<file path="config.mk">
export PLATFORM = sky130hd
export DESIGN_NAME = key_slot_table_core_flat
export DESIGN_NICKNAME = d
export VERILOG_FILES = /design/src/sv/kst_pkg.sv /design/src/sv/kst_req_if.sv /design/src/sv/kst_rsp_if.sv /design/src/sv/key_slot_table_core.sv /design/src/sv/kst_ctrl.sv /design/src/sv/kst_datapath.sv /design/src/flat_wrapper.sv
export SDC_FILE = /design/constraint.sdc
export NUM_CORES = 1
export LEC_CHECK = 0
export ABC_CLOCK_PERIOD_IN_PS = 16600
export BUFFER_PORTS_ARGS = -buffer_cell sky130_fd_sc_hd__buf_2
export CAP_MARGIN = 20
export CELL_PAD_IN_SITES_DETAIL_PLACEMENT = 1
export CELL_PAD_IN_SITES_GLOBAL_PLACEMENT = 1
export CORE_MARGIN = 3
export CORE_UTILIZATION = 30
export CTS_BUF_LIST = sky130_fd_sc_hd__clkbuf_4
export DETAILED_ROUTE_END_ITERATION = 6
export PLACE_DENSITY_LB_ADDON = 0.1
export SETUP_SLACK_MARGIN = 0.4
export SYNTH_ARGS = -nofsm -noshare
export SYNTH_HDL_FRONTEND = slang
export SYNTH_SLANG_ARGS = --single-unit
</file>
<file path="constraint.sdc">
create_clock -name clock -period 16.6 [get_ports clock]
set_clock_uncertainty 0.2 [all_clocks]
set_input_delay 1.66 -clock clock [delete_from_list [all_inputs] [get_ports clock]]
set_output_delay 1.66 -clock clock [all_outputs]
set_load 0.03 [all_outputs]
</file>
<file path="src/sv/kst_pkg.sv">
// Package with the shared types, codes and constants of the key slot table.
package kst_pkg;

   localparam int TABLE_DEPTH_DEF   = 16;
   localparam int KEY_BYTES_MAX_DEF = 8;

   localparam int KEY_VALUE_W  = 64;
   localparam int KEY_BYTES_W  = 4;
   localparam int STATUS_W     = 2;
   localparam int SLOT_INDEX_W = 4;

   localparam logic [KEY_BYTES_W-1:0] KEY_BYTES_RESET = 4'd8;

   localparam logic OP_INSERT = 1'b0;
   localparam logic OP_REMOVE = 1'b1;

   localparam logic [STATUS_W-1:0] STATUS_DONE      = 2'd0;
   localparam logic [STATUS_W-1:0] STATUS_FULL      = 2'd1;
   localparam logic [STATUS_W-1:0] STATUS_NOT_FOUND = 2'd2;
   localparam logic [STATUS_W-1:0] STATUS_RESERVED  = 2'd3;

   typedef enum logic [1:0] {
      ST_IDLE,
      ST_COMPARE,
      ST_COMMIT
   } kst_state_type;

   // Commands from the controller to the datapath.
   typedef struct packed {
      logic load_req;
      logic compare;
      logic commit;
   } kst_cmd_type;

   // Status from the datapath to the controller.
   typedef struct packed {
      logic rsp_free;
   } kst_stat_type;

endpackage

</file>
<file path="src/sv/kst_req_if.sv">
// Interface of the request channel: valid, ready and one request beat.
interface kst_req_if;
   logic                                 valid;
   logic                                 ready;
   logic                                 opcode;
   logic [kst_pkg::KEY_VALUE_W-1:0]      key_value;

   modport source (output valid, output opcode, output key_value, input ready);
   modport sink   (input valid, input opcode, input key_value, output ready);
endinterface

</file>
<file path="src/sv/kst_rsp_if.sv">
// Interface of the response channel: valid, ready and one response beat.
interface kst_rsp_if;
   logic                                 valid;
   logic                                 ready;
   logic [kst_pkg::STATUS_W-1:0]         status;
   logic [kst_pkg::SLOT_INDEX_W-1:0]     slot_index;

   modport source (output valid, output status, output slot_index, input ready);
   modport sink   (input valid, input status, input slot_index, output ready);
endinterface

</file>
<file path="src/sv/key_slot_table_core.sv">
// Top level of the key slot table: controller, datapath and the channel ports.
//
// The key slot table holds TABLE_DEPTH slots, each with a valid mark that reset
// clears. An insert beat stores the low key_bytes bytes of its key in the
// lowest-numbered free slot and answers that slot with status done, or answers
// table full. A remove beat clears the lowest-numbered valid slot whose stored
// key equals the given key in its low key_bytes bytes, or answers not found;
// duplicate keys are allowed and empty slots never match. The slot index is
// zero whenever the status is not done. The key_bytes register (reset value
// 8) is written through csr_wr_en and csr_wr_data; the user must write it
// only while the table is idle, as the block does not enforce this. Values
// above KEY_BYTES_MAX act as KEY_BYTES_MAX. A request passes an accept step,
// a compare step that compares every slot in parallel and registers the hit
// vector, and a commit step that picks the lowest hit, updates the slot and
// loads the response register; the next request is taken only after that
// commit. The response register lets the next request be accepted while the
// previous response still waits; only the commit step waits for it to be free.
module key_slot_table_core #(
   parameter int TABLE_DEPTH   = kst_pkg::TABLE_DEPTH_DEF,
   parameter int KEY_BYTES_MAX = kst_pkg::KEY_BYTES_MAX_DEF
) (
   input  logic                            clock,
   input  logic                            reset,
   kst_req_if.sink                         req_chan,
   kst_rsp_if.source                       rsp_chan,
   input  logic                            csr_wr_en,
   input  logic [kst_pkg::KEY_BYTES_W-1:0] csr_wr_data
);

   kst_pkg::kst_cmd_type  cmd;
   kst_pkg::kst_stat_type stat;

   // The controller only decides when each step happens.
   kst_ctrl u_ctrl (
      .clock     (clock),
      .reset     (reset),
      .req_valid (req_chan.valid),
      .req_ready (req_chan.ready),
      .stat      (stat),
      .cmd       (cmd)
   );

   // The datapath owns all table state, the key length register and the
   // response register.
   kst_datapath #(
      .TABLE_DEPTH   (TABLE_DEPTH),
      .KEY_BYTES_MAX (KEY_BYTES_MAX)
   ) u_datapath (
      .clock          (clock),
      .reset          (reset),
      .cmd            (cmd),
      .stat           (stat),
      .csr_wr_en      (csr_wr_en),
      .csr_wr_data    (csr_wr_data),
      .req_opcode     (req_chan.opcode),
      .req_key_value  (req_chan.key_value),
      .rsp_ready      (rsp_chan.ready),
      .rsp_valid      (rsp_chan.valid),
      .rsp_status     (rsp_chan.status),
      .rsp_slot_index (rsp_chan.slot_index)
   );

endmodule

</file>
<file path="src/sv/kst_ctrl.sv">
// Controller state machine that sequences accept, compare and commit.
module kst_ctrl (
   input  logic                  clock,
   input  logic                  reset,
   input  logic                  req_valid,
   output logic                  req_ready,
   input  kst_pkg::kst_stat_type stat,
   output kst_pkg::kst_cmd_type  cmd
);

   kst_pkg::kst_state_type state_ff;
   kst_pkg::kst_state_type state_in;

   always_ff @(posedge clock) begin
      if (reset) begin
         state_ff <= kst_pkg::ST_IDLE;
      end else begin
         state_ff <= state_in;
      end
   end

   always_comb begin
      state_in = state_ff;
      case (state_ff)
         kst_pkg::ST_IDLE: begin
            if (req_valid) state_in = kst_pkg::ST_COMPARE;
         end
         kst_pkg::ST_COMPARE: begin
            state_in = kst_pkg::ST_COMMIT;
         end
         kst_pkg::ST_COMMIT: begin
            // Wait here while the previous response still occupies the output register.
            if (stat.rsp_free) state_in = kst_pkg::ST_IDLE;
         end
         default: begin
            state_in = kst_pkg::ST_IDLE;
         end
      endcase
   end

   always_comb begin
      req_ready    = 1'b0;
      cmd.load_req = 1'b0;
      cmd.compare  = 1'b0;
      cmd.commit   = 1'b0;
      case (state_ff)
         kst_pkg::ST_IDLE: begin
            req_ready    = 1'b1;
            cmd.load_req = req_valid;
         end
         kst_pkg::ST_COMPARE: begin
            cmd.compare = 1'b1;
         end
         kst_pkg::ST_COMMIT: begin
            cmd.commit = stat.rsp_free;
         end
         default: begin
            req_ready = 1'b0;
         end
      endcase
   end

endmodule

</file>
<file path="src/sv/kst_datapath.sv">
// Datapath with the slot registers, parallel compare, slot pick and response register.
module kst_datapath #(
   parameter int TABLE_DEPTH   = kst_pkg::TABLE_DEPTH_DEF,
   parameter int KEY_BYTES_MAX = kst_pkg::KEY_BYTES_MAX_DEF
) (
   input  logic                               clock,
   input  logic                               reset,
   input  kst_pkg::kst_cmd_type               cmd,
   output kst_pkg::kst_stat_type              stat,
   input  logic                               csr_wr_en,
   input  logic [kst_pkg::KEY_BYTES_W-1:0]    csr_wr_data,
   input  logic                               req_opcode,
   input  logic [kst_pkg::KEY_VALUE_W-1:0]    req_key_value,
   input  logic                               rsp_ready,
   output logic                               rsp_valid,
   output logic [kst_pkg::STATUS_W-1:0]       rsp_status,
   output logic [kst_pkg::SLOT_INDEX_W-1:0]   rsp_slot_index
);

   localparam int KEY_W = 8 * KEY_BYTES_MAX;
   localparam int IDX_W = (TABLE_DEPTH > 1) ? $clog2(TABLE_DEPTH) : 1;

   logic [kst_pkg::KEY_BYTES_W-1:0]     key_bytes_ff;
   logic [kst_pkg::KEY_BYTES_W-1:0]     key_bytes_in;
   logic                                op_ff;
   logic [KEY_W-1:0]                    key_ff;
   logic [TABLE_DEPTH-1:0]              hit_ff;
   logic [TABLE_DEPTH-1:0]              hit_in;
   logic [TABLE_DEPTH-1:0]              valid_ff;
   logic [TABLE_DEPTH-1:0]              valid_in;
   logic [KEY_W-1:0]                    slot_key_ff [TABLE_DEPTH];
   logic                                rsp_valid_ff;
   logic                                rsp_valid_in;
   logic [kst_pkg::STATUS_W-1:0]        rsp_status_ff;
   logic [kst_pkg::STATUS_W-1:0]        rsp_status_in;
   logic [kst_pkg::SLOT_INDEX_W-1:0]    rsp_slot_ff;
   logic [kst_pkg::SLOT_INDEX_W-1:0]    rsp_slot_in;

   logic [kst_pkg::KEY_BYTES_W-1:0]     used_bytes;
   logic [KEY_W-1:0]                    key_mask;
   logic                                pick_found;
   logic [IDX_W-1:0]                    pick_idx;
   logic [31:0]                         pick_idx_wide;

   // Byte count in force, saturated at the stored key width.
   always_comb begin
      if (key_bytes_ff > kst_pkg::KEY_BYTES_W'(KEY_BYTES_MAX)) begin
         used_bytes = kst_pkg::KEY_BYTES_W'(KEY_BYTES_MAX);
      end else begin
         used_bytes = key_bytes_ff;
      end
   end

   always_comb begin
      for (int b = 0; b < KEY_W; b++) begin
         key_mask[b] = (kst_pkg::KEY_BYTES_W'(b / 8) < used_bytes);
      end
   end

   assign key_bytes_in = csr_wr_en ? csr_wr_data : key_bytes_ff;

   // One comparator per slot; empty slots never match a remove.
   always_comb begin
      for (int i = 0; i < TABLE_DEPTH; i++) begin
         if (op_ff == kst_pkg::OP_INSERT) begin
            hit_in[i] = ~valid_ff[i];
         end else begin
            hit_in[i] = valid_ff[i] & (((slot_key_ff[i] ^ key_ff) & key_mask) == '0);
         end
      end
   end

   // Lowest-numbered hit wins.
   always_comb begin
      pick_found = |hit_ff;
      pick_idx   = '0;
      for (int i = TABLE_DEPTH - 1; i >= 0; i--) begin
         if (hit_ff[i]) pick_idx = IDX_W'(i);
      end
   end

   assign pick_idx_wide = 32'(pick_idx);

   always_comb begin
      valid_in = valid_ff;
      if (cmd.commit && pick_found) begin
         valid_in[pick_idx] = (op_ff == kst_pkg::OP_INSERT);
      end
   end

   always_comb begin
      rsp_valid_in  = rsp_valid_ff & ~rsp_ready;
      rsp_status_in = rsp_status_ff;
      rsp_slot_in   = rsp_slot_ff;
      if (cmd.commit) begin
         rsp_valid_in = 1'b1;
         if (pick_found) begin
            rsp_status_in = kst_pkg::STATUS_DONE;
            rsp_slot_in   = pick_idx_wide[kst_pkg::SLOT_INDEX_W-1:0];
         end else begin
            rsp_status_in = (op_ff == kst_pkg::OP_INSERT) ? kst_pkg::STATUS_FULL
                                                          : kst_pkg::STATUS_NOT_FOUND;
            rsp_slot_in   = '0;
         end
      end
   end

   always_ff @(posedge clock) begin
      if (reset) begin
         key_bytes_ff <= kst_pkg::KEY_BYTES_RESET;
         valid_ff     <= '0;
         rsp_valid_ff <= 1'b0;
      end else begin
         key_bytes_ff <= key_bytes_in;
         valid_ff     <= valid_in;
         rsp_valid_ff <= rsp_valid_in;
      end
   end

   always_ff @(posedge clock) begin
      if (cmd.load_req) begin
         op_ff  <= req_opcode;
         key_ff <= req_key_value[KEY_W-1:0] & key_mask;
      end
      if (cmd.compare) begin
         hit_ff <= hit_in;
      end
      rsp_status_ff <= rsp_status_in;
      rsp_slot_ff   <= rsp_slot_in;
   end

   always_ff @(posedge clock) begin
      for (int i = 0; i < TABLE_DEPTH; i++) begin
         if (cmd.commit && pick_found && (op_ff == kst_pkg::OP_INSERT) &&
             (pick_idx == IDX_W'(i))) begin
            slot_key_ff[i] <= key_ff;
         end
      end
   end

   assign stat.rsp_free  = ~rsp_valid_ff | rsp_ready;
   assign rsp_valid      = rsp_valid_ff;
   assign rsp_status     = rsp_status_ff;
   assign rsp_slot_index = rsp_slot_ff;

endmodule

</file>
<file path="src/flat_wrapper.sv">
// flat-port wrapper written by rule: the top's interface ports become plain ports
module key_slot_table_core_flat 
#(
   parameter int TABLE_DEPTH   = kst_pkg::TABLE_DEPTH_DEF,
   parameter int KEY_BYTES_MAX = kst_pkg::KEY_BYTES_MAX_DEF
)
  (clock, reset, csr_wr_en, csr_wr_data, req_chan_valid, req_chan_opcode, req_chan_key_value, req_chan_ready, rsp_chan_valid, rsp_chan_status, rsp_chan_slot_index, rsp_chan_ready);
  kst_req_if req_chan_i ();
  kst_rsp_if rsp_chan_i ();
  input  logic clock;
  input  logic reset;
  input  logic csr_wr_en;
  input  logic [kst_pkg::KEY_BYTES_W-1:0] csr_wr_data;
  input wire logic [$bits(req_chan_i.valid)-1:0] req_chan_valid;
  input wire logic [$bits(req_chan_i.opcode)-1:0] req_chan_opcode;
  input wire logic [$bits(req_chan_i.key_value)-1:0] req_chan_key_value;
  output wire logic [$bits(req_chan_i.ready)-1:0] req_chan_ready;
  output wire logic [$bits(rsp_chan_i.valid)-1:0] rsp_chan_valid;
  output wire logic [$bits(rsp_chan_i.status)-1:0] rsp_chan_status;
  output wire logic [$bits(rsp_chan_i.slot_index)-1:0] rsp_chan_slot_index;
  input wire logic [$bits(rsp_chan_i.ready)-1:0] rsp_chan_ready;
  assign req_chan_i.valid = req_chan_valid;
  assign req_chan_i.opcode = req_chan_opcode;
  assign req_chan_i.key_value = req_chan_key_value;
  assign req_chan_ready = req_chan_i.ready;
  assign rsp_chan_valid = rsp_chan_i.valid;
  assign rsp_chan_status = rsp_chan_i.status;
  assign rsp_chan_slot_index = rsp_chan_i.slot_index;
  assign rsp_chan_i.ready = rsp_chan_ready;
  key_slot_table_core #(.TABLE_DEPTH(TABLE_DEPTH), .KEY_BYTES_MAX(KEY_BYTES_MAX)) u_core (.clock(clock), .reset(reset), .req_chan(req_chan_i), .rsp_chan(rsp_chan_i), .csr_wr_en(csr_wr_en), .csr_wr_data(csr_wr_data));
endmodule
</file>
# Word-level counts from Yosys, hierarchy flattened
# Memory sizes are Yosys's and may differ from the RTL's.
# Index checks and enable logic that the tools add are counted.
[totals]
regBits = 110
ram_bits = 1024
in_bits = 74
out_inout_bits = 8
wordCells = 286
mem_count = 1
[op_classes]
magnitude_cmp = 11
eq_ne = 19
muxes = 122
bitwise = 70
n_reduce_logical = 54
[mem_list]
columns = ["memory", "depth", "word_bits", "rd", "rd_ports_with_merged_regs", "write_ports", "line_no", "source"]
rows = [
  ["u_core.u_datapath.slot_key_ff", 16, 64, 16, 0, 1, "kst_datapath.sv:31", "logic [KEY_W-1:0] slot_key_ff [TABLE_DEPTH];"],
]
[op_table]
columns = ["cell", "count"]
rows = [
  ["bitwise AND 64 bit", 17],
  ["logical NOT 64 bit", 16],
  ["XOR 64 bit", 16],
  ["2-to-1 mux 64 bit", 15],
  ["OR reduction 64 bit", 15],
  ["2-to-1 mux 4 bit", 32],
  ["2-to-1 mux 1 bit", 69],
  ["equality test 4 bit (second input constant)", 8],
  ["logical AND 1 bit", 19],
  ["NOT 1 bit", 19],
  ["bitwise AND 1 bit", 17],
  ["bitwise mux 16 bit", 1],
  ["equality test 4 x 3 -> 1 bit (second input constant)", 4],
  ["< comparator 3 x 4 -> 1 bit (first input constant)", 4],
  ["OR reduction 16 bit", 1],
  ["equality test 4 x 2 -> 1 bit (second input constant)", 2],
  ["< comparator 1 x 4 -> 1 bit (first input constant)", 2],
  ["< comparator 2 x 4 -> 1 bit (first input constant)", 2],
  ["2-to-1 mux 2 bit", 3],
  ["case mux 2 bit (3 select lines)", 1],
  ["< comparator 4 x 5 -> 1 bit (second input constant)", 1],
  ["demux 1 bit (select 4 bit)", 1],
  ["equality test 4 x 1 -> 1 bit (second input constant)", 1],
  [">= comparator 4 x 1 -> 1 bit (second input constant)", 1],
  ["other kinds (8)", 9],
]

# Longest topological paths before layout
[depth]
depth_word = 36
mapped_depth = 9
mapped_depth_nobuf = 7

# Modules after synthesis
# A second synthesis with hierarchy kept.
[unflattened]
cells_unflattened = 3010
hier_area_um2 = 47536.8
[by_module_without_submodules]
columns = ["module", "n_inst", "cells_each", "area_each_um2", "seq_area_each_um2"]
rows = [
  ["kst_datapath", 1, 3000, 47431.7, 33782.4],
  ["kst_ctrl", 1, 10, 105.1, 40.0],
]

# Least setup slack after synthesis
# No wires, ideal clock.
[synth_timing]
path_kind = "input-to-reg"
startpoint = "in rsp_chan_ready"
endpoint = "mem u_core.u_datapath.slot_key_ff[1][100] (netlist name), enable pin"
setup_time_ps = 644
t_arrival_ps = 8207
t_required_ps = 15756
setup_slack_ps = 7549
path_stages = 5
path_buffers = 0
path_cell_list = "nand2b_1 -> nand2_1 -> nor2_1 -> nand2_1 -> nor4_1"
[synth_between]
elab_chain_cells = 23
word_cells_on_any_way = 97
cone_classes = "mux (63); bitwise (1); reduce/logical (33)"
[synth_rtl]
columns = ["item", "line_no", "source"]
rows = [
  ["start, declared", "flat_wrapper.sv:21", "input wire logic [$bits(rsp_chan_i.ready)-1:0] rsp_chan_ready;"],
  ["OR 1 bit (*)", "kst_datapath.sv:141", "assign stat.rsp_free = ~rsp_valid_ff | rsp_ready;"],
  ["2-to-1 mux 1 bit (*)", "kst_ctrl.sv:46", "case (state_ff)"],
  ["logical AND 1 bit (*) (2 in series)", "kst_datapath.sv:134", "if (cmd.commit && pick_found && (op_ff == kst_pkg::OP_INSERT) &&"],
  ["logical AND 1 bit", "kst_datapath.sv:134", ""],
  ["2-to-1 mux 1 bit", "kst_datapath.sv:134", ""],
  ["2-to-1 mux 1 bit (not written as such)", "kst_datapath.sv:136", "slot_key_ff[i] <= key_ff;"],
  ["OR reduction 64 bit (no line)", "--", ""],
  ["2-to-1 mux 4 bit (no line) / 2-to-1 mux 1 bit (equally long branches) (15 in series)", "--", ""],
  ["end, declared", "kst_datapath.sv:31", ""],
]
# Every way passes the cells marked *; elsewhere a longest branch is shown, timed or not.

# Worst setup path after layout
[layout_timing]
startpoint = "reg u_core.u_ctrl.state_ff[0]"
endpoint = "out req_chan_ready"
[layout_between]
elab_chain_cells = 2
[layout_rtl]
columns = ["item", "line_no", "source"]
rows = [
  ["start, declared", "kst_ctrl.sv:11", "kst_pkg::kst_state_type state_ff;"],
  ["start signal, assigned", "kst_ctrl.sv:16", "state_ff <= kst_pkg::ST_IDLE;"],
  ["start signal, assigned", "kst_ctrl.sv:18", "state_ff <= state_in;"],
  ["logical NOT 2 bit", "kst_ctrl.sv:46", ""],
  ["2-to-1 mux 1 bit", "kst_ctrl.sv:46", ""],
  ["end, declared", "flat_wrapper.sv:17", "output wire logic [$bits(req_chan_i.ready)-1:0] req_chan_ready;"],
]
# No other way between the ends.

==> flow_metrics.py <==
metrics = {
    "placement": {
        "numPlacedInstances": 5101,
        "portBuffers": 81,
        "gp_congestion": 0.8255,
        "hpwl_microns": 80250,
    },
    "synth": {
        "synth_cell_types": 54,
        "synth-main-ff-cell": "edfxtp_1",
        "synth_seq_cells": 1134,
        "synth_edf_count": 1111,
        "syn_inst": 3008,
        "synth_nets": 3082,
        "synth_area_sq_mm": 0.04772,
        "ys_warn_count": 0,
        "ys_seq_area_share_pct": 70.87,
        "async_flop_share_pct": 0,
        "syn_avg_cell_area_sq_um": 15.87,
    },
    "critical_path": {
        "startpoint_type": "flip-flop",
        "crit_path_end_kind": "output port",
        "critPathKind": "reg2out",
        "crit_fanout": 4,
        "worstPathArrival_ns": 2.27,
        "crit_chain": "nor2_1 -> buf_2",
        "cp_slowest_cell": "nor2_1",
        "worstPathBufferInverterCount": 1,
        "path_delay_family": "simple AND/OR/NAND/NOR gates",
        "worstPathRequired_ns": 14.74,
        "max_stage_delay_ns": 0.39,
    },
    "finish": {
        "finalNetCount": 3458,
        "multi_input_area_sq_mm": 0.01316,
        "seqCellArea_sq_mm": 0.03382,
        "drive_above_1_share_pct": 20.04,
        "syn_to_final_growth_pct": 14.97,
        "n_fill_cell": 16210,
        "stdcell_count": 5682,
    },
    "timing": {
        "fin_crit_ns": 4.130,
        "fmax_ghz": 0.2421,
        "max_slew_margin_pct": 14.80,
        "slew_viol_final": 0,
        "period_share_pct": 24.88,
        "finalSetupTns_ns": 0,
        "rsz0062_at_grt": "no",
        "hold_viol_final": 0,
        "finalSetupViolations": 0,
        "tightestPinTransition_ns": 1.266,
    },
    "detailed_routing": {
        "first_pass_iters": 5,
        "drt_wl_total_microns": 136400,
        "via_per_inst": 4.668,
        "wire_per_inst_microns": 24.00,
        "drcViolationCount": 0,
        "postRouteAntennaNets": 0,
        "vias": 26520,
        "drtIter0Drc": 1378,
    },
    "global_routing": {
        "grtUsageTotal_pct": 16.64,
        "antenna_found_initial": 19,
        "grt_pass1_vias": 29520,
        "grt_max_degree": 65,
        "grt_pass1_wl_microns": 196800,
        "grt_remaining_overflow": 0,
    },
    "clocking": {
        "htreeDepth": 5,
        "cts_tree": "done",
        "cts_hold_buf": 0,
        "clock-sinks": 1134,
        "clkTransAtPathRegs_ns": 0.06,
        "clockBufferDepth": 4,
        "cts_buffers": 339,
        "postCtsSetupRepairBufs": 0,
        "cts_resized": 0,
        "root_buffer": "clkbuf_4",
        "insertion_delay_ns": 1.27,
    },
    "hold_path": {
        "hold_class": "reg2reg",
    },
    "floorplanning": {
        "start_util_pct": 30.37,
        "die_x_microns": 404.8,
        "dieArea_sq_mm": 0.1639,
        "die_h_microns": 404.8,
        "io-pin-count": 82,
        "core-area_sq_mm": 0.1571,
        "rows": 145,
    },
    "outcome": {
        "status": "complete, no violations",
    },
    "power_and_ir_drop": {
        "powerDensity_mw_per_mm2": 112.5,
        "power_leakage_nw": 18.15,
        "peakVddDrop_mv": 0.05052,
    },
    "run": {
        "max_cap_violations": 0,
    },
}
-- logic make-up (layout without fill, tap and decap cells) --
| kind of cell | after synthesis | in the layout | share of synthesized area (%) |
|---|---|---|---|
| flip-flops | 1134 | 1134 | 70.87 |
| XOR/XNOR | 1024 | 1024 | 18.79 |
| AND/OR/NAND/NOR | 491 | 491 | 6.062 |
| AO/OA/AOI/OAI | 182 | 182 | 2.255 |
| buffers and inverters | 165 | 764 | 1.764 |
| multiplexers | 12 | 12 | 0.2517 |
| other | 0 | 17 | 0 |
-- state kept, by name, summed over array words and instances (netlist names) --
name,flops
u_core.u_datapath.key_bytes_ff,4
u_core.u_datapath.hit_ff,16
u_core.u_datapath.op_ff,1
u_core.u_datapath.slot_key_ff,1024
u_core.u_datapath.rsp_status,2
u_core.u_datapath.valid_ff,16
u_core.u_datapath.rsp_slot_index,4
u_core.u_ctrl.state_ff,2
u_core.u_datapath.key_ff,64
u_core.u_datapath.rsp_valid,1
-- worst reg2reg max path: cells and delay by family, from the launching register on --
family,cells,cell delay (ns)
and+or+nand+nor,5,2.06
buffers and inverters,1,0.60
DFF,1,0.39
AOI/OAI and AO/OA,1,0.32
-- routing by layer --
metal / up-vias / track usage, % / wire length, microns
met2: 625 / 27.98 / 67610
li1: 11950 / - / -
met1: 13720 / 20.38 / 57590
met4: 0 / 6.324 / 3678
met3: 223 / 4.450 / 7477
met5: - / 0 / 0
-- stage by stage --
step	hold slack [ns]	util, %	setup slack, ns	area (sq um)	power [W]
floorplan	0.2458	-	7.549	47720	0.003531
global placement	0.2770	32.35	11.53	50820	0.003707
detailed placement	0.2741	32.35	11.46	50830	0.003725
CTS	0.1824	34.90	12.21	54830	0.006325
global route	0.1821	34.91	12.20	54850	0.006512
finish	0.2883	34.92	12.47	54870	0.006174
-- layout make-up --
cell class	instances	area share, %
flip-flops and latches	1134	61.65
multi-input cells	1709	23.99
clock buffers	483	6.609
well taps	2058	4.693
repair buffers	193	2.271
clock inverters	81	0.6682
diodes	17	0.07753
inverters	7	0.05017
-- synthesized netlist by cell type (all sizes together), types with 28 or more instances --
master | number | area, sq um
buf | 130 | 710.7
xor2 | 720 | 6306
edfxtp | 1111 | 33360
xnor2 | 304 | 2663
nand4 | 87 | 544.3
o21ai | 55 | 275.3
a21oi | 82 | 425.4
nand2 | 32 | 120.1
nor2 | 32 | 132.6
and2 | 50 | 312.8
clkbuf | 28 | 105.1
nor4 | 201 | 1270
-- report_power, final --
| part | switching, W | internal, W |
|---|---|---|
| Combinational | 0.000316 | 0.000133 |
| Clock | 0.00117 | 0.00135 |
| Sequential | 0.0000135 | 0.00318 |
| Total | 0.00150 | 0.00467 |
-- worst paths after layout --
check	startpoint	endpoint	slack (ns)	cells past startpoint
max reg2reg	u_core.u_datapath.hit_ff[14]	u_core.u_datapath.slot_key_ff[0][225]	12.53	7
min reg2reg	u_core.u_datapath.valid_ff[0]	u_core.u_datapath.valid_ff[0]	0.29	2
max	u_core.u_ctrl.state_ff[0]	req_chan_ready	12.47	2
min	u_core.u_datapath.valid_ff[0]	u_core.u_datapath.valid_ff[0]	0.29	2
-- cells in the final DEF (no fill, tap or decap), types with 17 or more instances in the layout --
master	n
nand4_1	87
nand3_1	17
buf_4	112
dfxtp_1	22
xor2_1	720
and2_1	49
xnor2_1	304
a21oi_1	80
nand2_1	32
o21ai_0	51
diode_2	17
buf_2	81
nor2b_1	21
clkbuf_4	483
edfxtp_1	1111
nor4_1	197
nor2_1	21
clkinv_1	67
Power figures use the tool's default switching activity.
